===== src/hw/rtl/ipvf_pkg.sv =====
// Shared types and constants of the IPv4 ingress filter.
package ipvf_pkg;

	localparam int unsigned MAX_FRAME_BYTES    = 1518;
	localparam int unsigned REPLY_BUFFER_BYTES = 2048;

	localparam int unsigned COUNT_W     = 14;
	localparam int unsigned CFG_INDEX_W = 8;
	localparam int unsigned CFG_DATA_W  = 64;

	localparam logic [COUNT_W-1:0] COUNT_MAX = '1;

	localparam logic [15:0] ETYPE_IPV4 = 16'h0800;
	localparam logic [15:0] ETYPE_ARP  = 16'h0806;

	localparam logic [CFG_INDEX_W-1:0] CFG_OWN_ADDRESS       = 8'd0;
	localparam logic [CFG_INDEX_W-1:0] CFG_ECHO_MIN_INTERVAL = 8'd1;

	typedef enum logic [4:0] {
		VERDICT_ARP           = 5'd0,
		VERDICT_OTHER_ETYPE   = 5'd1,
		VERDICT_RUNT          = 5'd2,
		VERDICT_OVERSIZED     = 5'd3,
		VERDICT_OPTIONS       = 5'd4,
		VERDICT_BAD_CHECKSUM  = 5'd5,
		VERDICT_FRAGMENT      = 5'd6,
		VERDICT_BAD_SOURCE    = 5'd7,
		VERDICT_NOT_FOR_US    = 5'd8,
		VERDICT_BAD_PROTOCOL  = 5'd9,
		VERDICT_UDP_MALFORMED = 5'd10,
		VERDICT_UDP_DELIVER   = 5'd11,
		VERDICT_TCP_DELIVER   = 5'd12,
		VERDICT_TCP_EMPTY     = 5'd13,
		VERDICT_ICMP_IGNORED  = 5'd14,
		VERDICT_ICMP_LIMITED  = 5'd15,
		VERDICT_ECHO_REPLY    = 5'd16
	} verdict_e;

	typedef struct packed {
		logic [7:0]  frame_byte;
		logic        end_of_frame;
		logic [63:0] now_ticks;
	} in_word_t;

	typedef struct packed {
		verdict_e           verdict;
		logic [31:0]        source_address;
		logic [15:0]        source_port;
		logic [15:0]        dest_port;
		logic [COUNT_W-1:0] payload_length;
	} out_word_t;

	// Fields captured from one frame, byte count included.
	typedef struct packed {
		logic [COUNT_W-1:0] len;
		logic [15:0]        ether_type;
		logic [7:0]         version_ihl;
		logic [15:0]        total_length;
		logic [15:0]        frag_flags;
		logic [7:0]         time_to_live;
		logic [7:0]         protocol_number;
		logic [31:0]        src_addr;
		logic [31:0]        dst_addr;
		logic [63:0]        l4_header;
		logic [16:0]        header_sum;
	} frame_info_t;

	typedef struct packed {
		out_word_t word;
		logic      echo_taken;
	} judge_result_t;

endpackage


===== src/hw/rtl/ipvf_capture.sv =====
// Per-byte header capture and running IPv4 header checksum.
module ipvf_capture import ipvf_pkg::*; (
	input  logic        clk,
	input  logic        arst_n,
	input  logic        accept,
	input  in_word_t    word,
	output frame_info_t frame_next
);

	localparam logic [COUNT_W-1:0] POS_ETYPE_HI = 14'd12;
	localparam logic [COUNT_W-1:0] POS_ETYPE_LO = 14'd13;
	localparam logic [COUNT_W-1:0] POS_IP_FIRST = 14'd14;
	localparam logic [COUNT_W-1:0] POS_LEN_HI   = 14'd16;
	localparam logic [COUNT_W-1:0] POS_LEN_LO   = 14'd17;
	localparam logic [COUNT_W-1:0] POS_FRAG_HI  = 14'd20;
	localparam logic [COUNT_W-1:0] POS_FRAG_LO  = 14'd21;
	localparam logic [COUNT_W-1:0] POS_TTL      = 14'd22;
	localparam logic [COUNT_W-1:0] POS_PROTO    = 14'd23;
	localparam logic [COUNT_W-1:0] POS_SRC      = 14'd26;
	localparam logic [COUNT_W-1:0] POS_DST      = 14'd30;
	localparam logic [COUNT_W-1:0] POS_L4_FIRST = 14'd34;
	localparam logic [COUNT_W-1:0] POS_L4_END   = 14'd42;

	frame_info_t cur_q;

	always_comb begin
		logic [COUNT_W-1:0] pos;
		logic [7:0]         b;
		logic [17:0]        s;
		frame_next = cur_q;
		pos        = cur_q.len;
		b          = word.frame_byte;
		s          = '0;
		if (pos == POS_ETYPE_HI || pos == POS_ETYPE_LO) begin
			frame_next.ether_type = {cur_q.ether_type[7:0], b};
		end
		if (pos >= POS_IP_FIRST && pos < POS_L4_FIRST) begin
			// even offsets carry the high byte of a 16-bit header word
			s = {1'b0, cur_q.header_sum} + (pos[0] ? {10'b0, b} : {2'b0, b, 8'b0});
			if (s > 18'h0FFFF) begin
				s = {2'b0, s[15:0]} + 18'd1;
			end
			frame_next.header_sum = s[16:0];
			if (pos == POS_IP_FIRST) begin
				frame_next.version_ihl = b;
			end else if (pos == POS_LEN_HI || pos == POS_LEN_LO) begin
				frame_next.total_length = {cur_q.total_length[7:0], b};
			end else if (pos == POS_FRAG_HI || pos == POS_FRAG_LO) begin
				frame_next.frag_flags = {cur_q.frag_flags[7:0], b};
			end else if (pos == POS_TTL) begin
				frame_next.time_to_live = b;
			end else if (pos == POS_PROTO) begin
				frame_next.protocol_number = b;
			end else if (pos >= POS_SRC && pos < POS_DST) begin
				frame_next.src_addr = {cur_q.src_addr[23:0], b};
			end else if (pos >= POS_DST) begin
				frame_next.dst_addr = {cur_q.dst_addr[23:0], b};
			end
		end
		if (pos >= POS_L4_FIRST && pos < POS_L4_END) begin
			frame_next.l4_header = {cur_q.l4_header[55:0], b};
		end
		if (cur_q.len != COUNT_MAX) begin
			frame_next.len = cur_q.len + 14'd1;
		end
	end

	// Clear on the last byte so the next frame starts from zero.
	always_ff @(posedge clk or negedge arst_n) begin
		if (!arst_n) begin
			cur_q <= '0;
		end else if (accept) begin
			if (word.end_of_frame) begin
				cur_q <= '0;
			end else begin
				cur_q <= frame_next;
			end
		end
	end

endmodule


===== src/hw/rtl/ipvf_judge.sv =====
// Verdict logic for one completed frame.
module ipvf_judge import ipvf_pkg::*; (
	input  frame_info_t   info,
	input  logic [63:0]   now_ticks,
	input  logic [31:0]   own_address,
	input  logic [63:0]   echo_min_interval,
	input  logic [63:0]   last_echo_tick,
	output judge_result_t result
);

	localparam logic [16:0] ETH_HDR_BYTES   = 17'd14;
	localparam logic [16:0] IP_END_BYTES    = 17'd34;
	localparam logic [15:0] IP_HDR_BYTES    = 16'd20;
	localparam logic [15:0] UDP_HDR_BYTES   = 16'd8;
	localparam logic [15:0] ICMP_MIN_TOTAL  = 16'd28;
	localparam logic [COUNT_W-1:0] LEN_ETH  = 14'd14;
	localparam logic [COUNT_W-1:0] LEN_IP   = 14'd34;
	localparam logic [COUNT_W-1:0] LEN_UDP  = 14'd42;
	localparam logic [COUNT_W-1:0] LEN_MAX  = COUNT_W'(MAX_FRAME_BYTES);
	localparam logic [16:0] REPLY_LIMIT     = 17'(REPLY_BUFFER_BYTES);
	localparam logic [15:0] FRAG_MF_MASK    = 16'h2000;
	localparam logic [15:0] FRAG_OFF_MASK   = 16'h1FFF;
	localparam logic [3:0]  IP_VERSION      = 4'd4;
	localparam logic [3:0]  IP_IHL_PLAIN    = 4'd5;
	localparam logic [7:0]  LOOPBACK_NET    = 8'd127;
	localparam logic [3:0]  MULTICAST_NET   = 4'hE;
	localparam logic [7:0]  PROTO_ICMP      = 8'd1;
	localparam logic [7:0]  PROTO_TCP       = 8'd6;
	localparam logic [7:0]  PROTO_UDP       = 8'd17;
	localparam logic [7:0]  ICMP_ECHO_REQ   = 8'd8;
	localparam logic [7:0]  ICMP_CODE_NONE  = 8'd0;

	logic [16:0] len_ext;
	logic [16:0] ip_end;
	logic [16:0] udp_end;
	logic [15:0] udp_len;
	logic        bad_source;
	logic        frag_set;
	logic        rate_hit;
	logic [63:0] elapsed;

	assign len_ext    = {3'b0, info.len};
	assign ip_end     = {1'b0, info.total_length} + ETH_HDR_BYTES;
	assign udp_len    = info.l4_header[31:16];
	assign udp_end    = {1'b0, udp_len} + IP_END_BYTES;
	assign frag_set   = (info.frag_flags & FRAG_MF_MASK) != '0
		|| (info.frag_flags & FRAG_OFF_MASK) != '0;
	assign bad_source = info.src_addr == '0 || info.src_addr == '1
		|| info.src_addr == own_address || info.src_addr[31:24] == LOOPBACK_NET
		|| info.src_addr[31:28] == MULTICAST_NET;
	assign elapsed    = now_ticks - last_echo_tick;
	assign rate_hit   = elapsed < echo_min_interval;

	always_comb begin
		verdict_e v;
		v = VERDICT_BAD_PROTOCOL;
		result = '0;
		if (info.len < LEN_ETH) begin
			v = VERDICT_RUNT;
		end else if (info.len > LEN_MAX) begin
			v = VERDICT_OVERSIZED;
		end else if (info.ether_type == ETYPE_ARP) begin
			v = VERDICT_ARP;
		end else if (info.ether_type != ETYPE_IPV4) begin
			v = VERDICT_OTHER_ETYPE;
		end else if (info.len < LEN_IP || info.version_ihl[7:4] != IP_VERSION) begin
			v = VERDICT_RUNT;
		end else if (info.version_ihl[3:0] != IP_IHL_PLAIN) begin
			v = VERDICT_OPTIONS;
		end else if (info.total_length < IP_HDR_BYTES || ip_end > len_ext) begin
			v = VERDICT_RUNT;
		end else if (info.header_sum != 17'h0FFFF) begin
			v = VERDICT_BAD_CHECKSUM;
		end else if (frag_set) begin
			v = VERDICT_FRAGMENT;
		end else if (bad_source) begin
			v = VERDICT_BAD_SOURCE;
		end else if (info.time_to_live == '0) begin
			v = VERDICT_RUNT;
		end else if (info.dst_addr != own_address && info.dst_addr != '1) begin
			v = VERDICT_NOT_FOR_US;
		end else if (info.protocol_number == PROTO_ICMP) begin
			if (info.total_length < ICMP_MIN_TOTAL || ip_end > REPLY_LIMIT
				|| info.l4_header[63:56] != ICMP_ECHO_REQ
				|| info.l4_header[55:48] != ICMP_CODE_NONE) begin
				v = VERDICT_ICMP_IGNORED;
			end else if (rate_hit) begin
				v = VERDICT_ICMP_LIMITED;
			end else begin
				v = VERDICT_ECHO_REPLY;
				result.echo_taken = 1'b1;
			end
		end else if (info.protocol_number == PROTO_TCP) begin
			if (info.total_length > IP_HDR_BYTES) begin
				v = VERDICT_TCP_DELIVER;
				result.word.payload_length = COUNT_W'(info.total_length - IP_HDR_BYTES);
			end else begin
				v = VERDICT_TCP_EMPTY;
			end
		end else if (info.protocol_number == PROTO_UDP) begin
			if (info.len < LEN_UDP || udp_len < UDP_HDR_BYTES || udp_end > len_ext) begin
				v = VERDICT_UDP_MALFORMED;
			end else begin
				v = VERDICT_UDP_DELIVER;
				result.word.source_port    = info.l4_header[63:48];
				result.word.dest_port      = info.l4_header[47:32];
				result.word.payload_length = COUNT_W'(udp_len - UDP_HDR_BYTES);
			end
		end
		result.word.verdict = v;
		if (info.ether_type == ETYPE_IPV4 && info.len >= LEN_IP) begin
			result.word.source_address = info.src_addr;
		end
	end

endmodule


===== src/hw/rtl/ipv4_ingress_filter_core.sv =====
// IPv4 ingress filter: byte-wide frame input, one verdict word per frame.
//
// Input channel frame_valid / frame_ready / frame carries one frame byte per
// word, with end_of_frame on the last byte and now_ticks sampled there.
// Output channel result_valid / result_ready / result carries one verdict word
// per frame: verdict code, IPv4 source address, UDP ports, payload length.
// Configuration channel cfg_valid / cfg_ready / cfg_index / cfg_data writes
// register 0 (own IPv4 address) and register 1 (minimum echo interval); other
// indexes are dropped. Write it only while no frame is in flight.
//
// Throughput: one byte per cycle while frame_ready is high, frames back to back,
// set by the per-byte capture register. After the clock edge that accepts the
// last byte, the verdict word passes the frame snapshot, then the verdict register.
// Reset clears the capture state, the registers and the last echo tick, and
// empties both pipeline stages.
// When the receiver stalls, the verdict word holds in the output register and
// one more finished frame can wait in the snapshot stage; frame_ready then
// drops until the output register drains.
module ipv4_ingress_filter_core import ipvf_pkg::*; (
	input  logic                   clk,
	input  logic                   arst_n,
	input  logic                   frame_valid,
	output logic                   frame_ready,
	input  in_word_t               frame,
	output logic                   result_valid,
	input  logic                   result_ready,
	output out_word_t              result,
	input  logic                   cfg_valid,
	output logic                   cfg_ready,
	input  logic [CFG_INDEX_W-1:0] cfg_index,
	input  logic [CFG_DATA_W-1:0]  cfg_data
);

	logic          frame_acc;
	logic          s1_adv;
	frame_info_t   frame_next;
	frame_info_t   info_s1;
	logic [63:0]   now_s1;
	logic          valid_s1;
	judge_result_t judged;
	logic          out_valid_q;
	out_word_t     out_q;
	logic [31:0]   own_address_q;
	logic [63:0]   echo_min_interval_q;
	logic [63:0]   last_echo_tick_q;

	// Snapshot moves on when the output register is empty or being drained.
	assign s1_adv      = valid_s1 && (!out_valid_q || result_ready);
	assign frame_ready = !valid_s1 || !out_valid_q || result_ready;
	assign frame_acc   = frame_valid && frame_ready;
	assign cfg_ready   = 1'b1;

	ipvf_capture u_capture (
		.clk        (clk),
		.arst_n     (arst_n),
		.accept     (frame_acc),
		.word       (frame),
		.frame_next (frame_next)
	);

	ipvf_judge u_judge (
		.info              (info_s1),
		.now_ticks         (now_s1),
		.own_address       (own_address_q),
		.echo_min_interval (echo_min_interval_q),
		.last_echo_tick    (last_echo_tick_q),
		.result            (judged)
	);

	// Hold the finished frame, including its last byte, for the verdict stage.
	always_ff @(posedge clk or negedge arst_n) begin
		if (!arst_n) begin
			valid_s1 <= 1'b0;
		end else if (frame_acc && frame.end_of_frame) begin
			valid_s1 <= 1'b1;
		end else if (s1_adv) begin
			valid_s1 <= 1'b0;
		end
	end

	always_ff @(posedge clk) begin
		if (frame_acc && frame.end_of_frame) begin
			info_s1 <= frame_next;
			now_s1  <= frame.now_ticks;
		end
	end

	// Output register: load on advance, drop when taken.
	always_ff @(posedge clk or negedge arst_n) begin
		if (!arst_n) begin
			out_valid_q <= 1'b0;
		end else if (s1_adv) begin
			out_valid_q <= 1'b1;
		end else if (result_ready) begin
			out_valid_q <= 1'b0;
		end
	end

	always_ff @(posedge clk) begin
		if (s1_adv) begin
			out_q <= judged.word;
		end
	end

	assign result_valid = out_valid_q;
	assign result       = out_q;

	// Advance the echo tick only when an echo request passes the rate limit.
	always_ff @(posedge clk or negedge arst_n) begin
		if (!arst_n) begin
			last_echo_tick_q <= '0;
		end else if (s1_adv && judged.echo_taken) begin
			last_echo_tick_q <= now_s1;
		end
	end

	always_ff @(posedge clk or negedge arst_n) begin
		if (!arst_n) begin
			own_address_q       <= '0;
			echo_min_interval_q <= '0;
		end else if (cfg_valid && cfg_ready) begin
			case (cfg_index)
				CFG_OWN_ADDRESS:       own_address_q       <= cfg_data[31:0];
				CFG_ECHO_MIN_INTERVAL: echo_min_interval_q <= cfg_data;
				default:               ;
			endcase
		end
	end

	// A full snapshot behind a stalled output must block new bytes.
	assert property (@(posedge clk) disable iff (!arst_n)
		(valid_s1 && out_valid_q && !result_ready) |-> !frame_ready)
		else $error("frame accepted while both verdict stages are stalled");

	// The echo tick moves only together with an echo reply verdict.
	assert property (@(posedge clk) disable iff (!arst_n)
		!$stable(last_echo_tick_q) |->
			(result_valid && result.verdict == VERDICT_ECHO_REPLY))
		else $error("echo tick changed without an echo reply verdict");

	// A new verdict word comes only from a held frame snapshot.
	assert property (@(posedge clk) disable iff (!arst_n)
		$rose(result_valid) |-> $past(valid_s1))
		else $error("verdict word raised without a frame snapshot");

endmodule

===== config.mk =====
export PLATFORM = sky130hd
export DESIGN_NAME = ipv4_ingress_filter_core
export DESIGN_NICKNAME = d
export VERILOG_FILES = /design/src/hw/rtl/ipvf_pkg.sv /design/src/hw/rtl/ipvf_capture.sv /design/src/hw/rtl/ipvf_judge.sv /design/src/hw/rtl/ipv4_ingress_filter_core.sv
export SDC_FILE = /design/constraint.sdc
export NUM_CORES = 1
export LEC_CHECK = 0
export BUFFER_PORTS_ARGS = -buffer_cell sky130_fd_sc_hd__buf_4
export CAP_MARGIN = 0
export CELL_PAD_IN_SITES_DETAIL_PLACEMENT = 1
export CELL_PAD_IN_SITES_GLOBAL_PLACEMENT = 2
export CORE_MARGIN = 2
export CORE_UTILIZATION = 40
export DETAILED_ROUTE_END_ITERATION = 10
export GPL_TIMING_DRIVEN = 0
export PLACE_DENSITY_LB_ADDON = 0.1
export RECOVER_POWER = 100
export REMOVE_ABC_BUFFERS = 1
export SKIP_LAST_GASP = 1
export SYNTH_ARGS = -nofsm -noshare
export SYNTH_HDL_FRONTEND = slang
export SYNTH_SLANG_ARGS = --single-unit
export TNS_END_PERCENT = 20

===== constraint.sdc =====
create_clock -name clk -period 18.6 [get_ports clk]
set_input_delay 2.79 -clock clk [delete_from_list [all_inputs] [get_ports clk]]
set_output_delay 2.79 -clock clk [all_outputs]
set_load 0.03 [all_outputs]

==> results by group, run 1 <==
Run status
  • Status: finished with violations
  • Failing checks: max-capacitance violations, max-slew violations

Place
  • Number of port buffers: 234
  • DP HPWL: around 80000 um
  • Final Wtd Congestion: 0.896
  • Worst slack, placed: roughly 9.1 ns

Die
  • # IOs: ~240
  • Rows: between 100 and 150
  • Starting density of the core: 40.5%
  • Die Ht: about 310 um
  • Floorplan die width: 315 um
  • Core ar.: approximately 95000 um^2
  • Die area: 99100 um^2

Cells and area
  • Post-layout nets: 3849
  • Synth-to-layout area growth: 14.3%
  • Share of layout cells above drive strength 1: between 15 and 20%
  • Area of the multi-input gates: 16700 um^2
  • Fillers: 10200
  • Register Area: 20600 um^2

GRT
  • GRT overflow: 0
  • Initial antenna violation count: 4
  • First-pass GRT wire length: about 170000 um
  • Largest net degree at the start of global routing: 108
  • All-layer global routing usage: 22.1%
  • Number of global-route vias before repair: 28900

Drt
  • DRC: 0
  • Final ANT Viol Nets: 0
  • Iter 0 DRT Violations: 1583
  • TritonRoute pass-1 iters: 5
  • Vias/cell: 5.52
  • DR WL/cell: 22.6 um
  • DRT Wirelength: about 110000 um
  • Detailed-route via count: 26800

STA
  • Final max-slew violation count: 1083
  • Slew HR: -253%
  • Setup Skew: 0.0207 ns
  • Crit share post-route: 64.6%
  • Setup violators final: 0
  • Worst-Margin Slew: 5.30 ns
  • Final hold vios: 0
  • Hold_ws: 0.488 ns
  • Crit path time final: 12.02 ns
  • Setup TNS: 0 ns
  • RSZ-0062 raised after global routing: false
  • Max Fclk: 83.2 MHz
  • Setup ws final: 6.58 ns

Worst setup path
  • CP most frequent cell: clkbuf_1
  • Cell family contributing the most delay on the critical path: compound AO/OA/AOI/OAI gates
  • Endpoint class of the critical path: flip-flop
  • Slowest stage delay, CP: 1.16 ns
  • Crit-path max FO: 13
  • Worst setup path category: flip-flop to flip-flop
  • Worst path slowest cell: a2111oi_0
  • Startpoint Class: flip-flop
  • Crit path buf inv count: 6
  • Worst EP required: around 19 ns
  • Critical path arrival: 12.54 ns

CTS
  • Insertion delay to the later sink of the worst-skew pair: 0.65 ns
  • Reg clk slew, reported paths: 0.06 ns
  • TritonCTS clock tree: done
  • Postcts setup bufs: 0
  • CTS Sinks: 751
  • Num CTS Buffers: 89
  • Root buf cell: clkbuf_16
  • CTS Hold Buffers Added: 0
  • H-Tree Level Count: 3
  • CTS Buffer Depth: 3
  • CTS resizes: 0

Synthesis
  • Count of flip-flops with a built-in enable after synthesis: 360
  • Mapped Cells: 3309
  • Ys async rst share: 52.1%
  • Ys Warns: 0
  • Cell Area, Synth: 38600 um^2
  • Yosys reg bits: 751
  • Syn_area_per_cell: 11.7 um^2
  • Seq/Total Area, Yosys: about 53%
  • Distinct cells, synth: 82
  • Ys flop type: dfrtp_1

Run
  • Max_cap viols: 28

Power and ir drop
  • PwrDens: 90.1 nW/um^2
  • Pleak: 18.2 nW
  • Highest ir drop seen on vdd: 71.4 uV

Worst hold path
  • Worst hold path type: flip-flop to flip-flop
-- cell families after synthesis --
| group | synth area share, % |
|---|---|
| xor gates and xnor gates | 4.47 |
| AOI/OAI and AO/OA | 12.2 |
| adders and majority gates | 6.03 |
| and+or+nand+nor | 10.2 |
| DFF | 53.3 |
| other | 0.00971 |
| buffers and inverters | 3.48 |
| muxes | 10.2 |
-- flip-flops by register name, summed over array words and instances, names as in the netlist --
signal	cells
echo_min_interval_q	64
info_s1	213
last_echo_tick_q	64
now_s1	64
own_address_q	32
result	83
result_valid	1
u_capture.cur_q	229
valid_s1	1
-- layout make-up --
type | count | area share [%]
timing repair buffer | 271 | 3.64
antenna | 5 | 0.0283
sequential | 751 | 46.6
tap | 1265 | 3.58
clock buffer | 123 | 5.66
multi-input combinational | 2214 | 37.9
clock inverter | 44 | 1.00
inverter | 187 | 1.59
-- metrics by stage --
stage / area, um^2 / utilization [%] / cells / power [W]
finish: 44200 / 46.3 / 4860 / 0.00398
global route: 44100 / 46.3 / 4857 / 0.00414
CTS: 45100 / 47.3 / 4855 / 0.00406
detailed placement: 42200 / 44.2 / 4688 / 0.00228
global placement: 41300 / 43.4 / 4651 / 0.00228
floorplan: 38000 / - / 3152 / 0.00211
-- worst reg2reg max path, cell delays in order, from the launching register on --
cell and delay (ns):
edfxtp_1 0.38, inv_1 0.07, ha_1 0.16, inv_1 0.06, fa_1 0.45, a211oi_1 0.37, o211ai_1 0.20, a311oi_1 0.63
a211oi_1 0.32, a2111oi_0 1.16, o41ai_1 0.41, a211oi_1 0.63, nor4bb_1 0.20, a31oi_1 0.26, xnor2_1 0.09, ha_1 0.30
nand4_1 0.16, or2_2 0.33, nor4_1 0.57, and3_1 0.36, nor4b_1 1.09, o21ai_0 0.42, nor4_4 0.23, clkbuf_1 0.66
clkbuf_1 0.62, clkbuf_1 0.65, clkbuf_1 0.68, mux2_2 0.42
-- where the power goes --
part           internal [W]  switching (W)  total, W  leakage [nW]
registers           0.00181      0.0000611   0.00187          8.89
logic              0.000129       0.000221  0.000350          7.84
clock network       0.00104       0.000715   0.00175          1.46
-- Yosys cell counts (all sizes together), types with 79 or more instances --
master | number | area [um^2]
edfxtp | 360 | 10800
nor2 | 124 | 465
o21ai | 186 | 931
inv | 185 | 694
xor2 | 93 | 815
ha | 183 | 2290
dfrtp | 391 | 9780
and2 | 79 | 494
mux2 | 347 | 3910
xnor2 | 104 | 911
clkbuf | 139 | 522
nand2 | 244 | 916
a22o | 126 | 1100
a21oi | 137 | 686
-- cells in the final DEF (no fill, tap or decap), types with 8 or more instances in the layout --
| cell | Yosys | layout |
|---|---|---|
| a211oi_1 | 17 | 17 |
| a21o_1 | 41 | 41 |
| a21oi_1 | 137 | 137 |
| a22o_1 | 126 | 126 |
| a22oi_1 | 72 | 72 |
| a31oi_1 | 14 | 14 |
| and2_0 | 2 | 56 |
| and2_1 | 77 | 23 |
| and3_1 | 19 | 19 |
| buf_4 | 1 | 75 |
| clkbuf_1 | 139 | 154 |
| clkbuf_16 | 0 | 91 |
| clkbuf_4 | 0 | 60 |
| clkbuf_8 | 0 | 10 |
| clkinv_1 | 2 | 9 |
| clkinv_2 | 0 | 21 |
| dfrtp_1 | 391 | 391 |
| edfxtp_1 | 360 | 360 |
| ha_1 | 183 | 183 |
| inv_1 | 185 | 184 |
| mux2_1 | 6 | 78 |
| mux2_2 | 341 | 269 |
| nand2_1 | 244 | 243 |
| nand2b_1 | 27 | 27 |
| nand3_1 | 48 | 47 |
| nand4_1 | 71 | 71 |
| nor2_1 | 124 | 121 |
| nor2b_1 | 23 | 23 |
| nor3_1 | 31 | 31 |
| nor4_1 | 49 | 49 |
| o211ai_1 | 14 | 14 |
| o21a_1 | 14 | 14 |
| o21ai_0 | 184 | 184 |
| o21bai_1 | 11 | 11 |
| o31ai_1 | 8 | 8 |
| or3_1 | 8 | 8 |
| or4_1 | 12 | 12 |
| xnor2_1 | 104 | 104 |
| xor2_1 | 93 | 93 |
-- routing by layer --
layer	track usage (%)	vias up	routed length (um)
met5	0	-	0
met4	7.22	0	3160
met3	2.98	163	3720
met2	37.2	419	53300
met1	29.5	13700	49500
li1	-	12600	-
-- final timing paths --
| kind | start | to | slack [ns] | depth (start not counted) |
|---|---|---|---|---|
| max | now_s1[0]$_DFFE_PP_ | last_echo_tick_q[0]$_DFFE_PN0P_ | 6.58 | 27 |
| min | last_echo_tick_q[5]$_DFFE_PN0P_ | last_echo_tick_q[5]$_DFFE_PN0P_ | 0.49 | 1 |
| max reg2reg | now_s1[0]$_DFFE_PP_ | last_echo_tick_q[0]$_DFFE_PN0P_ | 6.58 | 27 |
| min reg2reg | last_echo_tick_q[5]$_DFFE_PN0P_ | last_echo_tick_q[5]$_DFFE_PN0P_ | 0.49 | 1 |
| max in group asynchronous | arst_n | u_capture.cur_q[136]$_DFFE_PN0P_ | 7.48 | 3 |
| min in group asynchronous | arst_n | last_echo_tick_q[9]$_DFFE_PN0P_ | 3.09 | 1 |
Power figures use the tool's default switching activity.
==> run 2: changes to the inputs <==
- CORE_UTILIZATION: 40 -> 38
- clock period: 18.6 -> 9.7 ns (I/O delays scaled with it)
==> run 2 against run 1 <==
Against the previous run: the flow still finishes with violations (max-capacitance violations, max-slew violations); combinational power rose by 92%; routed wire length up 0.49%; sequential cell count unchanged; power rose by 89%; clock power increased by 86%; clock-buffer cell count grew 10; via count is 0.25% lower; sequential share of layout area fell by 0.078 points; register-to-register slack worse by 5.8 ns; non-clock buffer count is 1 higher; critical path depth up 2.
==> results by group, run 2 (same netlist as run 1, synthesis figures left out) <==
Die
  • Starting density of the core: 38.5% (-2.1 points)
  • Floorplan die width: 323 um (+2.6%)
  • Die Ht: 323 um (+2.6%)
  • # IOs: 236 (unchanged)
  • Rows: 116 (+2.7%)
  • Core ar.: 100000 um^2 (+5.4%)
  • Die area: 104000 um^2 (+5.2%)

Drt
  • Detailed-route via count: 26800 (-0.25%)
  • TritonRoute pass-1 iters: 7 (+2)
  • DRC: 0 (unchanged)
  • Vias/cell: 5.41 (-2.0%)
  • Iter 0 DRT Violations: 1271 (-20%)
  • Final ANT Viol Nets: 0 (unchanged)
  • DR WL/cell: 22.3 um (-1.3%)
  • DRT Wirelength: 110000 um (+0.49%)

STA
  • Hold_ws: 0.496 ns (+0.00784 ns)
  • Setup Skew: 0.0267 ns (+0.00605 ns)
  • Final hold vios: 0 (unchanged)
  • Setup ws final: 0.781 ns (-5.80 ns)
  • Slew HR: -209% (+44 points)
  • Setup violators final: 0 (unchanged)
  • Max Fclk: 112 MHz (+35%)
  • Final max-slew violation count: 901 (-17%)
  • Crit path time final: 8.92 ns (-3.10 ns)
  • RSZ-0062 raised after global routing: false
  • Worst-Margin Slew: 4.64 ns (-0.662 ns)
  • Crit share post-route: 92.0% (+27 points)

Power and ir drop
  • Pleak: 18.2 nW (about the same)
  • Highest ir drop seen on vdd: 156 uV (+120%)
  • PwrDens: 170 nW/um^2 (+89%)

Worst setup path
  • Worst path slowest cell: o41ai_1
  • Slowest stage delay, CP: 0.88 ns (-0.28 ns)
  • Worst EP required: 10.24 ns (-8.88 ns)
  • Startpoint Class: flip-flop
  • Crit-path max FO: 14 (+1)
  • Worst setup path category: flip-flop to flip-flop
  • Endpoint class of the critical path: flip-flop
  • Critical path arrival: 9.46 ns (-3.08 ns)
  • Reg2Reg Depth: 29 (+7.4%)
  • CP most frequent cell: a211oi_1
  • Setup slack, reg-to-reg: 0.78 ns (-5.80 ns)

CTS
  • CTS Sinks: 751 (unchanged)
  • Root buf cell: clkbuf_16
  • Insertion delay to the later sink of the worst-skew pair: 0.66 ns (about the same)
  • Reg clk slew, reported paths: 0.06 ns (about the same)
  • CTS Hold Buffers Added: 0 (unchanged)
  • H-Tree Level Count: 3 (unchanged)
  • CTS Buffer Depth: 3 (unchanged)
  • TritonCTS clock tree: done
  • Num CTS Buffers: 88 (-1.1%)

GRT
  • First-pass GRT wire length: 172000 um (+0.40%)
  • Number of global-route vias before repair: 28800 (-0.40%)
  • All-layer global routing usage: 21.2% (-0.89 points)
  • Initial antenna violation count: 6 (+2)
  • GRT overflow: 0 (unchanged)
  • Largest net degree at the start of global routing: 113 (+4.6%)

Cells and area
  • Share of layout cells above drive strength 1: 15.7% (-0.16 points)
  • Post-layout nets: 3849 (unchanged)
  • Largest register FFs: 229 (unchanged)
  • Largest Register: u_capture.cur_q
  • Most frequent cells in the layout: dfrtp_1, edfxtp_1, mux2_2, nand2_1, inv_1
  • Most common cell after layout, fill and taps aside: dfrtp_1
  • Synth-to-layout area growth: 14.5%

Worst hold path
  • Worst hold path type: flip-flop to flip-flop
  • Worst Hold Depth: 1 (unchanged)

Run status
  • Status: finished with violations
  • Failing checks: max-capacitance violations, max-slew violations

Place
  • Final Wtd Congestion: 0.890 (-0.70%)
  • DP HPWL: 79900 um (+0.78%)
  • Worst slack, placed: -0.509 ns (-9.61 ns)
  • Number of port buffers: 234 (unchanged)

Run
  • Max_cap viols: 19 (-32%)
-- run 2: cell types whose count changed in the layout (fill, tap and decap cells not counted), sizes merged --
cell	delta
inv	-3
diode	-4
bufinv	-4
clkinv	-11
clkinvlp	+6
buf	+11
-- run 2: worst max-delay path, delay by kind of cell (launching register included) --
family	cells	cell delay, ns
adders and majority gates	3	0.75
and+or+nand+nor	6	2.27
DFF	1	0.34
xor gates and xnor gates	1	0.16
buffers and inverters	7	1.11
muxes	1	0.35
AOI/OAI and AO/OA	11	3.78
-- run 2: worst paths after layout --
check	endpoint	from
setup / recovery	last_echo_tick_q[0]$_DFFE_PN0P_	now_s1[0]$_DFFE_PP_
hold / removal	last_echo_tick_q[14]$_DFFE_PN0P_	last_echo_tick_q[14]$_DFFE_PN0P_
setup reg to reg	last_echo_tick_q[0]$_DFFE_PN0P_	now_s1[0]$_DFFE_PP_
hold reg to reg	last_echo_tick_q[14]$_DFFE_PN0P_	last_echo_tick_q[14]$_DFFE_PN0P_
max in group asynchronous	u_capture.cur_q[8]$_DFFE_PN0P_	arst_n
min in group asynchronous	last_echo_tick_q[6]$_DFFE_PN0P_	arst_n
-- run 2: per-layer routing --
metal  vias up  track usage [%]  part of all wire (%)
met5         -                0                 0.012
met2       398             36.0                    48
met1     13600             27.8                    45
met3       170             2.89                   3.1
met4         2             7.20                   3.5
li1      12600                -                     -
-- run 2: layout make-up --
type                       count  area, um^2
antenna                        1        2.50
tap                         1357        1700
clock inverter                32         314
inverter                     187         703
multi-input combinational   2214       16700
timing repair buffer         272        1690
sequential                   751       20600
fill                       10700       56200
clock buffer                 133        2520
-- run 2: metrics by stage --
stage | std cells | total power [W] | area [um^2] | setup TNS (ns) | utilization, %
after floorplan | 3152 | 0.00404 | 38000 | -2958.86 | -
after global placement | 4743 | 0.00437 | 41400 | - | 41.3
after detailed placement | 4779 | 0.00436 | 42200 | -13.90 | 42.0
after CTS | 4946 | 0.00767 | 45100 | 0 | 44.9
after global routing | 4947 | 0.00784 | 44200 | 0 | 44.0
final | 4947 | 0.00752 | 44200 | 0 | 44.0
-- run 2: what timing repair did --
| item | CTS | global route |
|---|---|---|
| buffers inserted | 2 | 0 |
| setup endpoints to repair | 48 | 13 |
| gates cloned | 0 | 0 |
| pin swaps | 1 | 0 |
| resized for setup | 2 | 2 |
-- run 2: where the power goes --
part	switching [W]	internal (W)
combinational	0.000422	0.000250
sequential	0.000117	0.00347
clock	0.00137	0.00189
==> run 3: changes to the inputs <==
- REMOVE_ABC_BUFFERS: 1 -> unset
- SYNTH_HIERARCHICAL: unset -> 1
==> run 3 against run 2 <==
Against the previous run: the flow still finishes with violations (max-capacitance violations, max-slew violations); clock-buffer cell count shrank 15; register-to-register slack improved by 0.27 ns; clock skew rose by 0.014 ns; worst setup slack improved by 0.27 ns; area after synthesis up 1.7%; clock power increased by 5%; worst hold slack got worse by 0.012 ns; sequential power down 1%; core utilization is 0.18 points higher.
==> results by group, run 3 <==
Worst setup path
  • Worst path slowest cell: nand3_1
  • Critical path arrival: 9.19 ns (-0.27 ns)
  • Endpoint class of the critical path: flip-flop
  • Startpoint Class: flip-flop
  • Slowest stage delay, CP: 0.94 ns (+0.06 ns)
  • Crit-path max FO: 10 (-4)
  • CP Cell Sequence: inv_1 -> ha_1 -> inv_1 -> fa_1 -> a21oi_1 -> o22ai_1 -> nor3_1 -> o21ai_0 -> a41oi_1 -> a21oi_1 -> a21oi_1 -> o21ai_0 -> xor2_1 -> ha_1 -> nand4_1 -> nor4_1 -> nand3_1 -> a21oi_1 -> o21ai_0 -> nor2_1 -> nand3_1 -> clkbuf_1 -> mux2_1
  • Cell family contributing the most delay on the critical path: compound AO/OA/AOI/OAI gates
  • Worst EP required: 10.23 ns (about the same)
  • CP most frequent cell: a21oi_1
  • Crit path buf inv count: 3 (-4)
  • Worst setup path category: flip-flop to flip-flop

CTS
  • CTS Hold Buffers Added: 0 (unchanged)
  • CTS resizes: 0 (-2)
  • Num CTS Buffers: 88 (unchanged)
  • CTS Buffer Depth: 3 (unchanged)
  • CTS Sinks: 751 (unchanged)
  • Root buf cell: clkbuf_16
  • Reg clk slew, reported paths: 0.06 ns (about the same)
  • TritonCTS clock tree: done
  • Insertion delay to the later sink of the worst-skew pair: 0.69 ns (+0.03 ns)
  • H-Tree Level Count: 3 (unchanged)
  • Postcts setup bufs: 0 (-2)

Synthesis
  • Syn_nets: around 3700
  • Ys Warns: 6 (+6)
  • Mapped Cells: 3335 (+0.79%)
  • Cell Area, Synth: 39300 um^2 (+1.7%)
  • Syn_area_per_cell: 11.8 um^2 (+0.91%)

Power and ir drop
  • Pleak: 19.2 nW (+5.6%)
  • Highest ir drop seen on vdd: 149 uV (-4.3%)
  • PwrDens: 174 nW/um^2 (+2.3%)

Die
  • Die area: 106000 um^2 (+1.7%)
  • Core ar.: 102000 um^2 (+1.7%)
  • Floorplan die width: 326 um (+0.84%)
  • # IOs: 236 (unchanged)
  • Die Ht: 326 um (+0.84%)
  • Rows: 117 (+0.86%)
  • Starting density of the core: 38.4% (about the same)

Cells and area
  • Largest register FFs: 229 (unchanged)
  • Final Util: 44.2% (+0.18 points)
  • Synth-to-layout area growth: 15.0%
  • Largest Register: u_capture/cur_q
  • Post-layout nets: 4008 (+4.1%)
  • Most common cell after layout, fill and taps aside: dfrtp_1
  • Fillers: 11000 (+3.1%)
  • Final instance area: 45200 um^2 (+2.1%)
  • Most frequent cells in the layout: dfrtp_1, edfxtp_1, nand2_1, clkbuf_1
  • Share of layout cells above drive strength 1: 13.9% (-1.8 points)

GRT
  • GRT overflow: 0 (unchanged)
  • Number of global-route vias before repair: 30100 (+4.8%)
  • Initial antenna violation count: 7 (+1)
  • Largest net degree at the start of global routing: 113 (unchanged)
  • First-pass GRT wire length: 182000 um (+6.0%)
  • All-layer global routing usage: 22.0% (+0.81 points)

Worst hold path
  • Worst hold path type: flip-flop to flip-flop

STA
  • Setup ws final: 1.05 ns (+0.266 ns)
  • Crit share post-route: 89.2% (-2.7 points)
  • Final hold vios: 0 (unchanged)
  • Final max-slew violation count: 678 (-25%)
  • Crit path time final: 8.65 ns (-0.266 ns)
  • RSZ-0062 raised after global routing: false
  • Setup TNS: 0 ns (unchanged)
  • Worst-Margin Slew: 5.06 ns (+0.422 ns)
  • Hold_ws: 0.483 ns (-0.0123 ns)
  • Setup Skew: 0.0412 ns (+0.0144 ns)
  • Slew HR: -237% (-28 points)
  • Max Fclk: 116 MHz (+3.1%)
  • Setup violators final: 0 (unchanged)

Place
  • DP Area: 43100 um^2 (+2.0%)
  • Worst slack, placed: 1.13 ns (+1.64 ns)
  • DP HPWL: 88500 um (+11%)
  • Final Wtd Congestion: 0.855 (-3.9%)
  • Number of port buffers: 234 (unchanged)

Drt
  • Iter 0 DRT Violations: 1419 (+12%)
  • DR WL/cell: 22.8 um (+2.4%)
  • TritonRoute pass-1 iters: 5 (-2)
  • Final ANT Viol Nets: 0 (unchanged)
  • Vias/cell: 5.40 (-0.24%)
  • DRC: 0 (unchanged)
  • DRT Wirelength: 117000 um (+6.0%)
  • Detailed-route via count: 27600 (+3.2%)

Run
  • Max_cap viols: 15 (-4)

Run status
  • Failing checks: max-capacitance violations, max-slew violations
  • Status: finished with violations
## run 3: final cells by class
| cell class | count | area (um^2) | area share, % |
|---|---|---|---|
| diodes | 3 | 7.51 | 0.0166 |
| plain buffers | 145 | 678 | 1.50 |
| clock buffers | 118 | 2410 | 5.33 |
| clock inverters | 48 | 598 | 1.32 |
| inverters | 186 | 698 | 1.55 |
| multi-input cells | 2253 | 17000 | 37.6 |
| flip-flops and latches | 751 | 20600 | 45.6 |
| well taps | 1368 | 1710 | 3.79 |
| repair buffers | 247 | 1490 | 3.29 |
## run 3: power by group
group | internal [W] | switching (W)
Clock | 0.00201 | 0.00140
Sequential | 0.00346 | 0.0000884
Combinational | 0.000322 | 0.000578
Total | 0.00579 | 0.00206
## run 3: routing by layer
metal	GRT usage [%]	routed length, um
met4	7.47	3630
met5	0	20
met3	3.01	3770
met2	38.4	58300
met1	28.1	51100
## run 3: worst reg2reg max path: stages, from the launching register on
cell,delay [ns]
edfxtp_1,0.39
inv_1,0.08
ha_1,0.15
inv_1,0.05
fa_1,0.41
a21oi_1,0.23
o22ai_1,0.17
nor3_1,0.37
o21ai_0,0.34
a41oi_1,0.59
a21oi_1,0.21
a21oi_1,0.39
o21ai_0,0.23
xor2_1,0.19
ha_1,0.32
nand4_1,0.14
nor4_1,0.72
nand3_1,0.23
a21oi_1,0.57
o21ai_0,0.33
nor2_1,0.49
nand3_1,0.94
clkbuf_1,0.56
mux2_1,0.42
## run 3: worst paths after layout
| path | from | depth (start not counted) | endpoint | slack (ns) |
|---|---|---|---|---|
| max | now_s1[0]$_DFFE_PP_ | 23 | last_echo_tick_q[43]$_DFFE_PN0P_ | 1.05 |
| min | u_capture/cur_q[157]$_DFFE_PN0P_ | 2 | u_capture/cur_q[157]$_DFFE_PN0P_ | 0.48 |
| max reg2reg | now_s1[0]$_DFFE_PP_ | 23 | last_echo_tick_q[43]$_DFFE_PN0P_ | 1.05 |
| min reg2reg | u_capture/cur_q[157]$_DFFE_PN0P_ | 2 | u_capture/cur_q[157]$_DFFE_PN0P_ | 0.48 |
| max in group asynchronous | arst_n | 2 | u_capture/cur_q[76]$_DFFE_PN0P_ | 2.28 |
| min in group asynchronous | arst_n | 1 | last_echo_tick_q[2]$_DFFE_PN0P_ | 2.61 |
## run 3: through the flow
step | power (W) | cells
finish | 0.00786 | 5119
global route | 0.00819 | 5117
CTS | 0.00801 | 5116
detailed placement | 0.00456 | 4950
global placement | 0.00454 | 4937
floorplan | 0.00419 | 3335
